[src/rtl/nbc_pkg.sv]
// ----------------------------------------------------------------------------
// nbc_pkg - shared types and constants of the 3x3 neighbour count block
// Holds the request and response payload structs, the line store entry
// layout and the register map constants of the configuration port.
// ----------------------------------------------------------------------------
package nbc_pkg;

   // Column counters and the row width register are six bits wide.
   localparam int COL_W = 6;
   // A 3x3 window sum is 0 to 9, a single column of the window is 0 to 3.
   localparam int SUM_W  = 4;
   localparam int VSUM_W = 2;

   // Configuration port.
   localparam int                  CSR_ADDR_W        = 3;
   localparam int                  CSR_DATA_W        = 32;
   localparam logic                CSR_IDX_ROW_WIDTH = 1'b0;
   localparam logic [COL_W-1:0]    ROW_WIDTH_RESET   = 6'd1;

   typedef struct packed {
      logic cell_bit;
      logic last_in_frame;
   } req_type;

   typedef struct packed {
      logic [SUM_W-1:0] neighbour_sum;
      logic             row_end;
      logic             frame_end;
   } rsp_type;

   // One line store entry holds a column of the two rows above the arriving row.
   typedef struct packed {
      logic upper;
      logic middle;
   } line_entry_type;

endpackage

[src/rtl/nbc_line_mem.sv]
// ----------------------------------------------------------------------------
// nbc_line_mem - line store of the neighbour count block
// Single write port, single read port, read data registered. A read of the
// entry written at the same edge returns the new data.
// ----------------------------------------------------------------------------
module nbc_line_mem #(
   parameter int DEPTH  = 32,
   parameter int ADDR_W = 5
) (
   input  logic                           clock,
   input  logic                           wr_en,
   input  logic [ADDR_W-1:0]              wr_addr,
   input  nbc_pkg::line_entry_type        wr_data,
   input  logic [ADDR_W-1:0]              rd_addr,
   output nbc_pkg::line_entry_type        rd_data
);

   nbc_pkg::line_entry_type line_mem_ff [DEPTH];
   nbc_pkg::line_entry_type rd_data_ff;

   always_ff @(posedge clock) begin
      if (wr_en) begin
         line_mem_ff[wr_addr] <= wr_data;
      end
   end

   always_ff @(posedge clock) begin
      if (wr_en && (wr_addr == rd_addr)) begin
         rd_data_ff <= wr_data;
      end else begin
         rd_data_ff <= line_mem_ff[rd_addr];
      end
   end

   assign rd_data = rd_data_ff;

endmodule

[src/rtl/nbc_rsp_fifo.sv]
// ----------------------------------------------------------------------------
// nbc_rsp_fifo - two entry response queue
// Decouples the result channel from the request side so that a new request
// can be taken while a finished result still waits at the output.
// ----------------------------------------------------------------------------
module nbc_rsp_fifo (
   input  logic              clock,
   input  logic              reset,
   input  logic              push_valid,
   input  nbc_pkg::rsp_type  push_data,
   output logic              full,
   output logic              rsp_valid,
   input  logic              rsp_ready,
   output nbc_pkg::rsp_type  rsp_payload
);

   nbc_pkg::rsp_type slot_ff [2];
   logic             wr_ptr_ff;
   logic             wr_ptr_in;
   logic             rd_ptr_ff;
   logic             rd_ptr_in;
   logic [1:0]       count_ff;
   logic [1:0]       count_in;
   logic             pop;

   assign pop       = rsp_valid && rsp_ready;
   assign wr_ptr_in = push_valid ? ~wr_ptr_ff : wr_ptr_ff;
   assign rd_ptr_in = pop ? ~rd_ptr_ff : rd_ptr_ff;

   always_comb begin
      count_in = count_ff;
      if (push_valid && !pop) begin
         count_in = count_ff + 2'd1;
      end else if (!push_valid && pop) begin
         count_in = count_ff - 2'd1;
      end
   end

   always_ff @(posedge clock) begin
      if (reset) begin
         wr_ptr_ff <= 1'b0;
         rd_ptr_ff <= 1'b0;
         count_ff  <= 2'd0;
      end else begin
         wr_ptr_ff <= wr_ptr_in;
         rd_ptr_ff <= rd_ptr_in;
         count_ff  <= count_in;
      end
   end

   always_ff @(posedge clock) begin
      if (push_valid) begin
         slot_ff[wr_ptr_ff] <= push_data;
      end
   end

   assign full        = (count_ff == 2'd2);
   assign rsp_valid   = (count_ff != 2'd0);
   assign rsp_payload = slot_ff[rd_ptr_ff];

endmodule

[src/rtl/binary_grid_3x3_neighbour_count.sv]
// ----------------------------------------------------------------------------
// binary_grid_3x3_neighbour_count - 3x3 box sum over a streamed binary grid
// Throughput: one request per cycle inside a row while the response queue has
// room; from the second row on, each row end takes no request during its upper
// sweep, and a frame end takes none during its flush of the remaining results.
// A cell's result enters the response queue when the request below and to its
// right is accepted; results closed by a row or frame end follow in the flush.
// Reset (synchronous, active high) empties the pipeline and sets row_width 1.
// ----------------------------------------------------------------------------
//
// The two rows above the arriving row live in one line store memory, one
// entry per column holding {upper, middle}. When a cell of the arriving row
// is accepted, the entry of its column (prefetched in the cycle before) is read,
// the column sum upper + middle + cell is formed, and the entry is written
// back rotated as {middle, cell}. That in-place rotation is what moves the
// rows down by one at the end of each row.
//
// Entries are never cleared. A rows seen counter says how many rows of the
// current frame have completed, and the upper and middle bits read from the
// store are masked to zero while they do not yet belong to this frame.
//
// Two registers hold the column sums of the previous two columns, so after the
// first row each accepted cell past column zero completes the window to its left.
//
// Row ends and frame ends are handled by a small sweep sequencer that reuses
// the same two window registers:
//  - The upper sweep finishes the row whose results are pending, walking the
//    columns to the right of the last cell and reading the store for each.
//    At an ordinary row end this is a single step for the last column.
//  - The lower sweep, at a frame end only, walks the final row again from
//    column zero, where the store now holds {middle, last row} for the cells
//    that arrived, and emits the results of the last row with the row below
//    counted as empty.
// The memory read address always follows the column that the next cycle will
// work on; a read of the entry written at the same edge is forwarded.
//
// Results go through a two entry queue, so a request can be taken while an
// earlier result still waits at the output.
// ----------------------------------------------------------------------------
module binary_grid_3x3_neighbour_count #(
   parameter int MAX_WIDTH = 32
) (
   input  logic                                  clock,
   input  logic                                  reset,

   input  logic                                  req_valid,
   output logic                                  req_ready,
   input  nbc_pkg::req_type                      req_payload,

   output logic                                  rsp_valid,
   input  logic                                  rsp_ready,
   output nbc_pkg::rsp_type                      rsp_payload,

   input  logic                                  csr_psel,
   input  logic                                  csr_penable,
   input  logic                                  csr_pwrite,
   input  logic [nbc_pkg::CSR_ADDR_W-1:0]        csr_paddr,
   input  logic [nbc_pkg::CSR_DATA_W-1:0]        csr_pwdata,
   output logic [nbc_pkg::CSR_DATA_W-1:0]        csr_prdata,
   output logic                                  csr_pready
);

   localparam int COL_W  = nbc_pkg::COL_W;
   localparam int SUM_W  = nbc_pkg::SUM_W;
   localparam int VSUM_W = nbc_pkg::VSUM_W;
   localparam int ADDR_W = (MAX_WIDTH > 1) ? $clog2(MAX_WIDTH) : 1;

   localparam logic [COL_W-1:0] MAX_COLS = COL_W'(MAX_WIDTH);

   // Sequencer states.
   localparam logic [1:0] ST_STREAM = 2'd0;
   localparam logic [1:0] ST_UPPER  = 2'd1;
   localparam logic [1:0] ST_LOWER  = 2'd2;

   // ------------------------------------------------------------------------
   // Registers
   // ------------------------------------------------------------------------
   logic [COL_W-1:0]  row_width_ff;
   logic [1:0]        state_ff;
   logic [1:0]        state_in;
   logic [COL_W-1:0]  column_pos_ff;
   logic [COL_W-1:0]  column_pos_in;
   logic [1:0]        rows_seen_ff;
   logic [1:0]        rows_seen_in;
   logic [COL_W-1:0]  sweep_col_ff;
   logic [COL_W-1:0]  sweep_col_in;
   logic [COL_W-1:0]  last_col_ff;
   logic [COL_W-1:0]  last_col_in;
   logic              flush_ff;
   logic              flush_in;
   logic [VSUM_W-1:0] win2_ff;
   logic [VSUM_W-1:0] win2_in;
   logic [VSUM_W-1:0] win1_ff;
   logic [VSUM_W-1:0] win1_in;

   // ------------------------------------------------------------------------
   // Configuration port
   // ------------------------------------------------------------------------
   logic csr_idx;
   logic cfg_write;

   assign csr_idx    = csr_paddr[nbc_pkg::CSR_ADDR_W-1];
   assign cfg_write  = csr_psel && csr_penable && csr_pwrite
                       && (csr_idx == nbc_pkg::CSR_IDX_ROW_WIDTH);
   assign csr_pready = 1'b1;

   always_comb begin
      csr_prdata = '0;
      if (csr_idx == nbc_pkg::CSR_IDX_ROW_WIDTH) begin
         csr_prdata = {{(nbc_pkg::CSR_DATA_W-COL_W){1'b0}}, row_width_ff};
      end
   end

   // A width of zero acts as one, a width above the store depth as the depth.
   logic [COL_W-1:0] width_eff;

   always_comb begin
      if (row_width_ff == '0) begin
         width_eff = COL_W'(1);
      end else if (row_width_ff > MAX_COLS) begin
         width_eff = MAX_COLS;
      end else begin
         width_eff = row_width_ff;
      end
   end

   // ------------------------------------------------------------------------
   // Line store
   // ------------------------------------------------------------------------
   logic                    mem_we;
   logic [ADDR_W-1:0]       mem_wr_addr;
   nbc_pkg::line_entry_type mem_wr_data;
   logic [ADDR_W-1:0]       mem_rd_addr;
   nbc_pkg::line_entry_type rd_entry;

   nbc_line_mem #(
      .DEPTH  (MAX_WIDTH),
      .ADDR_W (ADDR_W)
   ) u_line_mem (
      .clock   (clock),
      .wr_en   (mem_we),
      .wr_addr (mem_wr_addr),
      .wr_data (mem_wr_data),
      .rd_addr (mem_rd_addr),
      .rd_data (rd_entry)
   );

   // The upper row belongs to this frame once two rows have completed, the
   // middle row once one has.
   logic upper_ok;
   logic middle_ok;
   logic up_v;
   logic mid_v;

   assign upper_ok  = (rows_seen_ff >= 2'd2);
   assign middle_ok = (rows_seen_ff != 2'd0);
   assign up_v      = rd_entry.upper & upper_ok;
   assign mid_v     = rd_entry.middle & middle_ok;

   // ------------------------------------------------------------------------
   // Column sum of the column the sequencer is on, and the window sum
   // ------------------------------------------------------------------------
   logic              accept;
   logic              at_row_end;
   logic [VSUM_W-1:0] col_sum;
   logic [SUM_W-1:0]  win_sum;

   assign accept     = req_valid && req_ready;
   assign at_row_end = (column_pos_ff == (width_eff - COL_W'(1)))
                       || req_payload.last_in_frame;

   always_comb begin
      col_sum = '0;
      case (state_ff)
         ST_STREAM: begin
            col_sum = {1'b0, up_v} + {1'b0, mid_v} + {1'b0, req_payload.cell_bit};
         end
         ST_UPPER: begin
            // Past the last arrived cell the arriving row counts as empty.
            if (sweep_col_ff < width_eff) begin
               col_sum = {1'b0, up_v} + {1'b0, mid_v};
            end
         end
         ST_LOWER: begin
            // Columns up to the last cell were rotated when that cell came
            // in; the column just right of it still holds the old rows.
            if (sweep_col_ff >= width_eff) begin
               col_sum = '0;
            end else if (sweep_col_ff <= last_col_ff) begin
               col_sum = {1'b0, rd_entry.upper} + {1'b0, rd_entry.middle};
            end else begin
               col_sum = {1'b0, mid_v};
            end
         end
         default: begin
            col_sum = '0;
         end
      endcase
   end

   assign win_sum = {2'b00, win2_ff} + {2'b00, win1_ff} + {2'b00, col_sum};

   // ------------------------------------------------------------------------
   // Sequencer
   // ------------------------------------------------------------------------
   logic             fifo_full;
   logic             push_valid;
   nbc_pkg::rsp_type push_data;

   assign req_ready = (state_ff == ST_STREAM) && !fifo_full;

   always_comb begin
      state_in      = state_ff;
      column_pos_in = column_pos_ff;
      rows_seen_in  = rows_seen_ff;
      sweep_col_in  = sweep_col_ff;
      last_col_in   = last_col_ff;
      flush_in      = flush_ff;
      win2_in       = win2_ff;
      win1_in       = win1_ff;

      mem_we             = 1'b0;
      mem_wr_addr        = column_pos_ff[ADDR_W-1:0];
      mem_wr_data.upper  = mid_v;
      mem_wr_data.middle = req_payload.cell_bit;

      push_valid              = 1'b0;
      push_data.neighbour_sum = win_sum;
      push_data.row_end       = 1'b0;
      push_data.frame_end     = 1'b0;

      case (state_ff)
         ST_STREAM: begin
            if (accept) begin
               mem_we = 1'b1;
               // Past row and column zero, a cell closes the window to its left.
               push_valid = middle_ok && (column_pos_ff != '0);
               win2_in    = (column_pos_ff == '0) ? '0 : win1_ff;
               win1_in    = col_sum;
               last_col_in = column_pos_ff;
               flush_in    = req_payload.last_in_frame;
               column_pos_in = column_pos_ff + COL_W'(1);
               if (at_row_end) begin
                  column_pos_in = '0;
                  if (!req_payload.last_in_frame) begin
                     rows_seen_in = (rows_seen_ff == 2'd3) ? 2'd3
                                                           : rows_seen_ff + 2'd1;
                  end
                  if (middle_ok) begin
                     state_in     = ST_UPPER;
                     sweep_col_in = column_pos_ff + COL_W'(1);
                  end else if (req_payload.last_in_frame) begin
                     // A single row frame: only the last row is left to send.
                     state_in     = ST_LOWER;
                     sweep_col_in = '0;
                     win2_in      = '0;
                     win1_in      = '0;
                  end
               end
            end
         end
         ST_UPPER: begin
            if (!fifo_full) begin
               push_valid        = 1'b1;
               push_data.row_end = (sweep_col_ff == width_eff);
               win2_in      = win1_ff;
               win1_in      = col_sum;
               sweep_col_in = sweep_col_ff + COL_W'(1);
               if (sweep_col_ff == width_eff) begin
                  if (flush_ff) begin
                     state_in     = ST_LOWER;
                     sweep_col_in = '0;
                     win2_in      = '0;
                     win1_in      = '0;
                  end else begin
                     state_in = ST_STREAM;
                  end
               end
            end
         end
         ST_LOWER: begin
            if (!fifo_full) begin
               // The first step only primes the window with column zero.
               push_valid          = (sweep_col_ff != '0);
               push_data.row_end   = (sweep_col_ff == last_col_ff + COL_W'(1));
               push_data.frame_end = (sweep_col_ff == last_col_ff + COL_W'(1));
               win2_in      = win1_ff;
               win1_in      = col_sum;
               sweep_col_in = sweep_col_ff + COL_W'(1);
               if (sweep_col_ff == last_col_ff + COL_W'(1)) begin
                  state_in      = ST_STREAM;
                  rows_seen_in  = 2'd0;
                  column_pos_in = '0;
               end
            end
         end
         default: begin
            state_in = ST_STREAM;
         end
      endcase

      // A new row width starts a fresh frame.
      if (cfg_write) begin
         state_in      = ST_STREAM;
         column_pos_in = '0;
         rows_seen_in  = 2'd0;
      end

      // Prefetch the entry of the column that the next cycle works on.
      if (state_in == ST_STREAM) begin
         mem_rd_addr = column_pos_in[ADDR_W-1:0];
      end else begin
         mem_rd_addr = sweep_col_in[ADDR_W-1:0];
      end
   end

   always_ff @(posedge clock) begin
      if (reset) begin
         row_width_ff  <= nbc_pkg::ROW_WIDTH_RESET;
         state_ff      <= ST_STREAM;
         column_pos_ff <= '0;
         rows_seen_ff  <= 2'd0;
         flush_ff      <= 1'b0;
      end else begin
         if (cfg_write) begin
            row_width_ff <= csr_pwdata[COL_W-1:0];
         end
         state_ff      <= state_in;
         column_pos_ff <= column_pos_in;
         rows_seen_ff  <= rows_seen_in;
         flush_ff      <= flush_in;
      end
   end

   always_ff @(posedge clock) begin
      sweep_col_ff <= sweep_col_in;
      last_col_ff  <= last_col_in;
      win2_ff      <= win2_in;
      win1_ff      <= win1_in;
   end

   // ------------------------------------------------------------------------
   // Response queue
   // ------------------------------------------------------------------------
   nbc_rsp_fifo u_rsp_fifo (
      .clock       (clock),
      .reset       (reset),
      .push_valid  (push_valid),
      .push_data   (push_data),
      .full        (fifo_full),
      .rsp_valid   (rsp_valid),
      .rsp_ready   (rsp_ready),
      .rsp_payload (rsp_payload)
   );

endmodule

[config.mk]
export PLATFORM = sky130hd
export DESIGN_NAME = binary_grid_3x3_neighbour_count
export DESIGN_NICKNAME = d
export VERILOG_FILES = /design/src/rtl/nbc_pkg.sv /design/src/rtl/nbc_line_mem.sv /design/src/rtl/nbc_rsp_fifo.sv /design/src/rtl/binary_grid_3x3_neighbour_count.sv
export SDC_FILE = /design/constraint.sdc
export NUM_CORES = 1
export LEC_CHECK = 0
export BUFFER_PORTS_ARGS = -buffer_cell sky130_fd_sc_hd__buf_2
export CAP_MARGIN = 10
export CORE_ASPECT_RATIO = 0.6
export CORE_MARGIN = 3
export CORE_UTILIZATION = 30
export CTS_CLUSTER_DIAMETER = 60
export DETAILED_ROUTE_END_ITERATION = 6
export HOLD_SLACK_MARGIN = 0.05
export PLACE_DENSITY_LB_ADDON = 0.2
export SLEW_MARGIN = 10
export SYNTH_ARGS = -nofsm -noshare
export SYNTH_HDL_FRONTEND = slang
export SYNTH_HIERARCHICAL = 1
export SYNTH_SLANG_ARGS = --single-unit
export TNS_END_PERCENT = 100
[constraint.sdc]
create_clock -name clock -period 5.1 [get_ports clock]
set_input_delay 0 -clock clock [delete_from_list [all_inputs] [get_ports clock]]
set_output_delay 0 -clock clock [all_outputs]
set_load 0.01 [all_outputs]
Word-level counts from Yosys, hierarchy flattened
Memory sizes are Yosys's and may differ from the RTL's. A register that Yosys moved wholly into a read port is not among the register bits.
Index checks and enable logic that the tools add are counted.
{"block": "op_classes", "add_sub_neg": 12, "magnitude_cmp": 5, "eq_ne": 14, "muxes": 78, "bitwise": 5, "reduce_logical": 30}
{"op": "6-bit 2-to-1 mux", "n": 15}
{"op": "2-bit 2-to-1 mux", "n": 39}
{"op": "2-bit one-hot mux with 3 select lines", "n": 4}
{"op": "6-bit by 1-bit adder with 6-bit output (second input constant)", "n": 3}
{"op": "6-bit equality test", "n": 3}
{"op": "6-bit one-hot mux with 3 select lines", "n": 1}
{"op": "1-bit 2-to-1 mux", "n": 13}
{"op": "6-bit logical NOT", "n": 2}
{"op": "2-bit inequality test (second input constant)", "n": 6}
{"op": "6-bit one-hot mux with 2 select lines", "n": 1}
{"op": "6-bit AND reduction", "n": 2}
{"op": "6-bit nonzero test", "n": 2}
{"op": "5-bit 2-to-1 mux", "n": 2}
{"op": "1-bit logical AND", "n": 9}
{"op": "4-bit AND reduction", "n": 2}
{"op": "2-bit nonzero test", "n": 4}
{"op": "2-bit equality test (second input constant)", "n": 3}
{"op": "6-bit greater-or-equal comparator", "n": 1}
{"op": "6-bit greater-than comparator (second input constant)", "n": 1}
{"op": "6-bit less-or-equal comparator", "n": 1}
{"op": "6-bit less-than comparator", "n": 1}
{"op": "6-bit by 1-bit subtractor with 6-bit output (second input constant)", "n": 1}
{"op": "1-bit by 1-bit adder with 2-bit output", "n": 2}
{"op": "2-bit by 1-bit adder with 2-bit output (second input constant)", "n": 2}
{"op": "other kinds (18)", "n": 24}
{"block": "word_totals", "regBits": 37, "ramBits": 76, "in_bits": 44, "word_cells": 160, "n_memories": 2}
{"name": "u_line_mem.line_mem_ff", "words": 32, "width": 2, "read_ports": 1, "rd_ports_with_merged_regs": 1, "write_ports": 1, "line": "nbc_line_mem.sv:18", "rtl": "nbc_pkg::line_entry_type line_mem_ff [DEPTH];"}
{"name": "u_rsp_fifo.slot_ff", "words": 2, "width": 6, "read_ports": 1, "rd_ports_with_merged_regs": 1, "write_ports": 1, "line": "nbc_rsp_fifo.sv:17", "rtl": "nbc_pkg::rsp_type slot_ff [2];"}

Logic depth before layout (Yosys ltp)
Gate-level depths: netlist (run 1).
{"block": "logic_depth", "word_depth": 12, "mapped_depth": 16}

Hierarchy
The synthesis (run 1) kept the hierarchy.
{"module": "binary_grid_3x3_neighbour_count", "n_inst": 1, "cells_per_inst": 367, "area_each_um2": 2990.4, "seq_area_each_um2": 770.7}
{"module": "nbc_line_mem", "n_inst": 1, "cells_per_inst": 187, "area_each_um2": 2844.0, "seq_area_each_um2": 2021.9}
{"module": "nbc_rsp_fifo", "n_inst": 1, "cells_per_inst": 41, "area_each_um2": 643.1, "seq_area_each_um2": 460.4}

Worst setup path before layout (run 1)
No wires, ideal clock.
{"block": "synth_path", "kind": "register to register", "from": "register with a tool-made name", "to": "memory u_rsp_fifo/slot_ff[0][4] in the netlist's numbering, data pin", "setup_time_ps": 265, "arrival_time_ps": 3165, "required_ps": 4835, "path_slack_ps": 1670, "stages_incl_launch_ff": 16, "path_buffers": 2, "path_cell_list": "dfxtp_1 -> buf_6 -> buf_8 -> mux2i_1 -> a22oi_1 -> nand2_1 -> o311ai_1 -> nand2_1 -> inv_1 -> ha_1 -> a2bb2oi_1 -> or2_2 -> nand2_1 -> fa_1 -> ha_1 -> ha_1"}
{"item": "end: declaration", "line": "nbc_rsp_fifo.sv:17"}

==> flow_summary.yaml, run 1 <==
yosys:
  yosysUniqueCellTypes: 68
  synth-main-ff-cell: "edfxtp_1"
  seq_area_frac_synth_pct: 50.22
  synth_area_leaders: "edfxtp_1 40%, dfxtp_1 9.9%, mux2i_1 5.7%"
  ys_top_cells_by_count: "87 x edfxtp_1, 61 x nor2_1, 41 x nand2_1, 37 x mux2i_1, 32 x dfxtp_1"
  synth.avg_cell_area_um2: 10.89
  synth_largest_area_cell: "edfxtp_1"
  yosysMostFrequentCell: "edfxtp_1"
  synth_async_sr_flop_share_pct: 0
  syn_inst: 595
  synth_seq_cells: 119
  yosys.area.top_type_share_pct: 40.33
  synth_area_um2: 6477
  synth_edf_count: 87
  ys_warn_count: 6
worst_setup_path:
  start_kind: "register"
  cp_max_fo: 24
  rrSetupSlack_ps: 1020
  path_cells: "buf_4 -> mux2i_1 -> a22oi_1 -> and4b_1 -> a31oi_1 -> o311ai_1 -> nand2_1 -> fa_1 -> a2bb2oi_1 -> or2_2 -> nand2_1 -> fa_1 -> ha_1 -> ha_1"
  timing_worst_setup_path_type: "register to register"
  worst_ep_required_time_ps: 5260
  slowest_delay_ps: 550
  r2r-end: "u_rsp_fifo/slot_ff[0][4]"
  slowest_stage: "fa_1"
  cp.buffers_inverters: 1
  end_kind: "register"
  r2r_cells: 14
  cp.arrival_ps: 4240
  cpLargestDelayFamily: "adder cells"
detailed_routing:
  avgRoutedWirePerCell_um: 18.13
  drc: 0
  dr.pass1.iters: 5
  ant_nets: 0
  via_per_inst: 5.084
  wl_mm: 16.90
  drtIter0Drc: 332
  vias: 4738
power:
  power.density_nw_per_um2: 437.1
  ir_drop_uv: 173.4
  swShare_pct: 34.31
  p_seq_share_pct: 37.8
  netSwitchingPower_mw: 1.130
  power_frac_clock_pct: 35.3
  internal_power_mw: 2.164
  p_leak_nw: 2.806
  pwr-share-comb_pct: 26.9
cts:
  cts_buffer_depth: 2
  clock_latency_ps: 420
  cts_sinks: 119
  numCtsBuffers: 17
  cts_root_buf: "clkbuf_16"
  cts.clk_slew.worst_paths_ps: 60
  cts_max_level: 4
  tritoncts: "done"
timing:
  tightest_slew_ps: 977.7
  slew_headroom_pct: 34.22
  rsz0062_at_grt: "false"
  max_freq_mhz: 245.1
  layout_setup_ws_ps: 1021
  tns_ps: 0
  min_period_ps: 4079
  skew_ps: 12.10
  hold_viol: 0
  finalCritPeriodShare_pct: 79.99
  drv_slew: 0
  setup_viol_count_final: 0
floorplan:
  num_io_pins: 85
  dieArea_um2: 23450
  die_h_um: 119.8
  start_util_pct: 31.49
  core_area_um2: 20570
  rows: 40
  die_w_um: 195.7
global_routing:
  antenna_found_initial: 0
  grt-ovfl-total: 0
  grt_pass1_vias: 4615
  grt_max_degree: 34
  grt_first_pass_wirelength_mm: 26.34
  grtUsageTotal_pct: 14.66
job:
  maxCapViolCount: 0
worst_hold_path:
  hold_path_depth: 3
  holdPathEnd: "win2_ff[1]"
  holdCritPathClass: "primary input to register"
  min-delay-start: "req_valid"
placement:
  port_buffers: 29
  placedInstanceArea_um2: 6807
  dpl.hpwl_mm: 12.15
  gp_congestion: 0.8843
  placed_cells: 885
  place_ws_ps: 1056
cells_and_area:
  fin_util_pct: 36.64
  fillers: 2002
  diodes: 0
  layout.cells.non_filler: 932
  syn2layout_area_growth_pct: 16.34
  drive_above_1_share_pct: 13.81
  final_area_um2: 7536
  nets: 720
outcome:
  status: "finished, final reports clean"
==> kinds of logic (layout without fill, tap and decap cells) <==
group | count (synthesis) | count (layout) | share of synthesized area (%)
adder cells (fa/ha/maj) | 30 | 30 | 6.143
multiplexers | 48 | 48 | 7.804
AO/OA/AOI/OAI | 107 | 107 | 11.15
AND/OR/NAND/NOR | 200 | 200 | 15.86
other | 2 | 27 | 0.1159
buffers and inverters | 71 | 110 | 6.278
XOR/XNOR | 18 | 18 | 2.434
flip-flops | 119 | 119 | 50.22
==> layout make-up <==
class	count	area, um2	share of cell area [%]
Clock buffer	17	425.4	5.645
Clock inverter	15	153.9	2.042
Inverter	27	101.3	1.345
Multi-Input combinational cell	430	2912	38.64
Sequential cell	119	3254	43.18
Tap cell	273	341.6	4.533
Timing Repair Buffer	51	347.8	4.616
==> per-layer routing <==
metal	track usage, %	share of wire (%)
met4	3.872	0.65
met1	22.81	53
met3	3.928	6.9
met2	19.65	39
met5	0	0
==> flip-flops by register name, summed over array words and instances, names as in the netlist, 6 cells and up, named ones only <==
register and cells:
column_pos_ff 6, last_col_ff 6, row_width_ff 6, sweep_col_ff 6, u_line_mem/line_mem_ff 64, u_rsp_fifo/slot_ff 12
==> power groups by stage <==
stage | Sequential, mW | Clock [mW] | Combinational [mW]
after global routing | 1.26 | 1.23 | 0.979
after detailed placement | 1.27 | 0 | 0.861
final | 1.25 | 1.16 | 0.885
after CTS | 1.24 | 1.19 | 0.878
after global placement | 1.26 | 0 | 0.844
after floorplan | 1.23 | 0 | 0.657
==> tightest hold or removal path, cell delays in order <==
cell,delay [ps]
buf_2,110
nor2_1,80
a311oi_1,120
==> stage by stage <==
step | total power, mW | hold WS (ps)
2_1_floorplan | 1.887 | 42.92
3_3_place_gp | 2.106 | 217.9
3_5_place_dp | 2.127 | 214.4
4_1_cts | 3.311 | 83.79
5_1_grt | 3.466 | 128.4
6_report | 3.294 | 96.69
==> how the worst max path moves through the flow <==
stage / end / slack (ps) / depth (start not counted)
after global placement: u_rsp_fifo/slot_ff[0][4] / 1110 / 13
after global routing: register / 740 / 11
final: u_rsp_fifo/slot_ff[0][4] / 1020 / 14
after floorplan: u_rsp_fifo/slot_ff[0][4] / 1670 / 15
after detailed placement: u_rsp_fifo/slot_ff[0][4] / 1060 / 14
after CTS: u_rsp_fifo/slot_ff[0][4] / 1030 / 14
==> what timing repair did <==
item | 4_1_cts | 5_1_grt
hold endpoints to repair | 15 | 0
resized for setup | 0 | 0
hold buffers | 15 | 0
setup buffers | 0 | 0
==> cells in the final DEF, fill, tap and decap left out, types with 24 or more instances in the layout <==
master     n
dfxtp_1   31
nor2_1    61
edfxtp_1  87
conb_1    27
buf_2     29
mux2i_1   37
ha_1      27
nand2_1   41
inv_1     24
a21oi_1   31
(Power assumes the default switching activity.)
==> inputs of run 2 (changes only) <==
==> constraint.sdc (replaced) <==
create_clock -name clock -period 3.61 [get_ports clock]
set_input_delay 0 -clock clock [delete_from_list [all_inputs] [get_ports clock]]
set_output_delay 0 -clock clock [all_outputs]
set_load 0.01 [all_outputs]
==> run 2 against run 1 <==
Compared with the run above:
- worst setup slack got worse by 860 ps
- critical path depth did not move
- clock power increased by 59%
- hold slack better by 73 ps
- first-iteration DRC count is 18% higher
- routed wire length increased by 4.3%
- core utilization up 2.3 points
- sequential power increased by 40%
- critical path type unchanged
- critical endpoint is now u_rsp_fifo/slot_ff[1][4]
- largest power group is now the clock network
==> flow_summary.yaml, run 2 (synthesized netlist as in run 1, its figures left out) <==
outcome:
  status: "finished, final reports clean"
timing:
  skew_ps: 13.93
  hold_viol: 0
  tns_ps: 0
  min_period_ps: 3454
  max_freq_mhz: 289.5
  finalCritPeriodShare_pct: 95.68
  tightest_slew_ps: 867.2
  slew_headroom_pct: 41.65
  drv_slew: 0
  setup_viol_count_final: 0
cts:
  numCtsBuffers: 17
  cts_root_buf: "clkbuf_16"
  clock_latency_ps: 420
  tritoncts: "done"
  cts.clk_slew.worst_paths_ps: 60
  cts_buffer_depth: 2
  cts_max_level: 4
  cts_sinks: 119
placement:
  dpl.hpwl_mm: 12.81
  gp_congestion: 0.9511
  port_buffers: 29
worst_setup_path:
  path_cells: "buf_12 -> mux2i_4 -> a22oi_2 -> and4b_2 -> a31oi_4 -> o311ai_4 -> nand2_2 -> fa_1 -> a2bb2oi_1 -> or2_2 -> nand2_1 -> fa_1 -> ha_1 -> ha_1"
  timing_worst_setup_path_type: "register to register"
  cpLargestDelayFamily: "adder cells"
  start_kind: "register"
  slowest_stage: "fa_1"
  rrSetupSlack_ps: 160
  cp_max_fo: 12
  worst_ep_required_time_ps: 3760
  cp.arrival_ps: 3610
  cp.buffers_inverters: 1
  slowest_delay_ps: 520
  end_kind: "register"
global_routing:
  grt-ovfl-total: 0
  grtUsageTotal_pct: 14.95
  grt_max_degree: 34
  antenna_found_initial: 0
  grt_pass1_vias: 4672
  grt_first_pass_wirelength_mm: 26.92
floorplan:
  core_area_um2: 20570
  die_h_um: 119.8
  start_util_pct: 31.49
  num_io_pins: 85
  rows: 40
  die_w_um: 195.7
  dieArea_um2: 23450
cells_and_area:
  nets: 749
  diodes: 0
  largestRegisters: "u_line_mem/line_mem_ff (64), u_rsp_fifo/slot_ff (12)"
  drive_above_1_share_pct: 20.78
  largest-register: "u_line_mem/line_mem_ff"
  mostFrequentLayoutCells: "87 x edfxtp_1, 61 x nor2_1, 38 x nand2_1"
  fin_util_pct: 38.94
  largest_reg_flops: 64
  layout_commonest_cell: "edfxtp_1"
  syn2layout_area_growth_pct: 23.66
power:
  power.density_nw_per_um2: 624.4
  ir_drop_uv: 308.6
  p_leak_nw: 3.026
detailed_routing:
  drc: 0
  ant_nets: 0
  avgRoutedWirePerCell_um: 18.35
  dr.pass1.iters: 5
  wl_mm: 17.63
  via_per_inst: 5.045
  drtIter0Drc: 392
  vias: 4848
worst_hold_path:
  holdCritPathClass: "primary input to register"
job:
  maxCapViolCount: 0
run 2: final cells by class:
cell class	instances	area [um2]
fill	1976	12560
sequential	119	3257
multi-input combinational	430	3065
timing repair buffer	80	604.3
clock buffer	17	425.4
tap	273	341.6
clock inverter	15	215.2
inverter	27	101.3
run 2: worst paths after layout:
path	start	to	cells past startpoint
setup / recovery	register	u_rsp_fifo/slot_ff[1][4]	14
hold / removal	req_valid	sweep_col_ff[5]	4
setup reg to reg	register	u_rsp_fifo/slot_ff[1][4]	14
hold reg to reg	u_rsp_fifo/count_ff[1]	u_rsp_fifo/count_ff[1]	2
run 2: worst reg2reg max path: cells and delay by family, from the launching register on:
family          cells  cell delay [ps]
compound gates      4              490
mux                 1              210
flops               1              370
buf+inv             1              160
fa+ha+maj           4             1380
simple gates        4              600
run 2: report_power, final:
part	switching, mW	internal (mW)
sequential	0.103	1.65
clock	0.668	1.17
combinational	0.817	0.591
run 2: timing repair:
item / CTS / global route
hold endpoints to repair: 16 / 0
gates resized for setup: 1 / 33
pin swaps: 0 / 9
hold buffers: 17 / 0
setup buffers: 0 / 1
gates cloned: 0 / 1
endpoints found under the setup margin: 1 / 13
run 2: per-layer routing:
metal  GRT usage [%]  wire [um]  vias to the layer above
met4           3.560        148                        0
met3           4.489       1403                       17
met2           19.41       6870                      172
met5               0          0                        -
met1           23.60       9209                     2360
li1                -          -                     2299
run 2: metrics by stage:
stage                     std cells  setup slack (ps)  area, um2  hold slack (ps)  total power [mW]
after detailed placement        910            -22.05       7007            223.0             3.071
final                           961             156.0       8010            169.4             5.002
after global placement          910            -21.72       7007            218.9             3.048
after CTS                       959             1.786       7825            137.5             4.944
after floorplan                 620             180.0       6571            42.92             2.666
after global routing            961            -11.65       8010            187.4             5.262
==> inputs of run 3 (changes only) <==
--- a/config.mk
+++ b/config.mk
@@ -5,7 +5,7 @@
 export SDC_FILE = /design/constraint.sdc
 export NUM_CORES = 1
 export LEC_CHECK = 0
-export BUFFER_PORTS_ARGS = -buffer_cell sky130_fd_sc_hd__buf_2
+export BUFFER_PORTS_ARGS = -buffer_cell sky130_fd_sc_hd__buf_4
 export CAP_MARGIN = 10
 export CORE_ASPECT_RATIO = 0.6
 export CORE_MARGIN = 3
==> run 3 against run 2 <==
Compared with the run above:
- hold slack worse by 58 ps
- final area did not move
- critical endpoint is now u_rsp_fifo/slot_ff[0][4]
- non-clock buffer count up 2
- maximum frequency is 0.17% higher
- first-iteration DRC count grew 8.2%
- clock power is 11% lower
- critical path depth stayed put
- via count is 0.19% lower
==> flow_summary.yaml, run 3 (synthesized netlist as in run 1, its figures left out) <==
outcome:
  status: "finished, final reports clean"
cts:
  tritoncts: "done"
  clock_latency_ps: 420
  cts_max_level: 4
  cts.clk_slew.worst_paths_ps: 60
  cts_buffer_depth: 2
  cts_root_buf: "clkbuf_16"
  cts_sinks: 119
  numCtsBuffers: 17
power:
  swShare_pct: 32.96
  netSwitchingPower_mw: 1.592
  power.density_nw_per_um2: 603.2
  power_frac_clock_pct: 33.7
  pwr-share-comb_pct: 30.1
  p_leak_nw: 3.018
  internal_power_mw: 3.239
  p_seq_share_pct: 36.2
  ir_drop_uv: 263.7
detailed_routing:
  avgRoutedWirePerCell_um: 17.89
  ant_nets: 0
  vias: 4839
  wl_mm: 17.23
  via_per_inst: 5.025
  drc: 0
  dr.pass1.iters: 5
  drtIter0Drc: 424
placement:
  gp_congestion: 0.9215
  port_buffers: 29
  placedInstanceArea_um2: 7077
  placed_cells: 908
  place_ws_ps: -4.134
  dpl.hpwl_mm: 12.59
timing:
  skew_ps: 13.05
  hold_viol: 0
  tightest_slew_ps: 894.9
  holdWs_ps: 111.3
  min_period_ps: 3448
  max_freq_mhz: 290.0
  drv_slew: 0
  finalCritPeriodShare_pct: 95.51
  rsz0062_at_grt: "false"
  setup_viol_count_final: 0
  slew_headroom_pct: 39.94
  layout_setup_ws_ps: 162.0
worst_setup_path:
  slowest_stage: "fa_1"
  cp.arrival_ps: 3610
  start_kind: "register"
  end_kind: "register"
  slowest_delay_ps: 420
  path_cells: "buf_12 -> mux2i_2 -> a22oi_1 -> and4b_1 -> a31oi_2 -> o311ai_4 -> nand2_2 -> fa_1 -> a2bb2oi_1 -> or2_2 -> nand2_1 -> fa_1 -> ha_1 -> ha_4"
  rrSetupSlack_ps: 160
  r2r_cells: 14
  worst_ep_required_time_ps: 3770
  r2r-end: "u_rsp_fifo/slot_ff[0][4]"
  cp_max_fo: 13
  timing_worst_setup_path_type: "register to register"
  path_common_cell: "fa_1"
floorplan:
  rows: 40
  dieArea_um2: 23450
  die_h_um: 119.8
  start_util_pct: 31.49
  num_io_pins: 85
  core_area_um2: 20570
  die_w_um: 195.7
cells_and_area:
  diodes: 0
  final_area_um2: 8010
  multi_input_area_um2: 3042
  nets: 751
  layout.cells.non_filler: 963
  largest-register: "u_line_mem/line_mem_ff"
  seq_area_um2: 3257
  fin_util_pct: 38.94
  drive_above_1_share_pct: 20.43
  layout_commonest_cell: "edfxtp_1"
  largest_reg_flops: 64
  syn2layout_area_growth_pct: 23.66
  fillers: 2016
  largestRegisters: "u_line_mem/line_mem_ff (64), u_rsp_fifo/slot_ff (12)"
  mostFrequentLayoutCells: "87 x edfxtp_1, 62 x buf_4, 61 x nor2_1, 39 x nand2_1, 34 x mux2i_1"
global_routing:
  grt_pass1_vias: 4686
  antenna_found_initial: 0
  grtUsageTotal_pct: 15.04
  grt-ovfl-total: 0
  grt_first_pass_wirelength_mm: 26.86
  grt_max_degree: 34
worst_hold_path:
  holdPathEnd: "win1_ff[1]"
  holdCritPathClass: "primary input to register"
  hold_path_depth: 3
  min-delay-start: "req_valid"
job:
  maxCapViolCount: 0
-- run 3: timing repair --
action	4_1_cts	5_1_grt
endpoints found under the setup margin	2	11
hold buffers	17	0
endpoints found under the hold margin	49	0
pin swaps	0	8
resized for setup	4	24
buffers inserted	0	6
-- run 3: power groups by stage --
stage	combinational, mW	clock (mW)	sequential (mW)
global route	1.61	1.73	1.76
CTS	1.36	1.66	1.75
detailed placement	1.33	0	1.78
finish	1.45	1.63	1.75
floorplan	0.928	0	1.74
global placement	1.31	0	1.77
-- run 3: cell type report --
class,count,share of cell area [%]
clock buffers,17,5.311
flip-flops and latches,119,40.66
repair buffers,82,8.685
multi-input cells,430,37.97
inverters,27,1.312
well taps,273,4.264
clock inverters,15,1.796
-- run 3: critical path, delay by kind of cell, from the launching register on --
kind / cells / cell delay (ps)
compound gates: 4 / 640
simple gates: 4 / 690
flops: 1 / 380
fa+ha+maj: 4 / 990
buf+inv: 1 / 170
mux: 1 / 290
-- run 3: routing by layer --
layer,global-route usage [%],routed length [um],vias up,part of all wire [%]
li1,-,-,2299,-
met1,23.22,9063,2368,53
met2,19.72,6695,166,39
met3,5.107,1369,6,7.9
met4,3.649,102,0,0.59
met5,0,0,-,0
-- run 3: worst max path at each step --
| stage | endpoint | slack, ps | start | cells after the start |
|---|---|---|---|---|
| 3_5_place_dp | u_rsp_fifo/slot_ff[0][4] | -4 | register | 13 |
| 2_1_floorplan | u_rsp_fifo/slot_ff[0][4] | 180 | register | 15 |
| 5_1_grt | register | 10 | row_width_ff[1] | 11 |
| 3_3_place_gp | u_rsp_fifo/slot_ff[0][4] | 60 | register | 13 |
| 6_report | u_rsp_fifo/slot_ff[0][4] | 160 | register | 14 |
| 4_1_cts | u_rsp_fifo/slot_ff[0][4] | 30 | register | 15 |
-- run 3: metrics by stage --
step | TNS, ps | power [mW]
floorplan | 0 | 2.666
global placement | 0 | 3.083
detailed placement | -8.223 | 3.105
global route | 0 | 5.100
finish | 0 | 4.832
CTS | 0 | 4.766
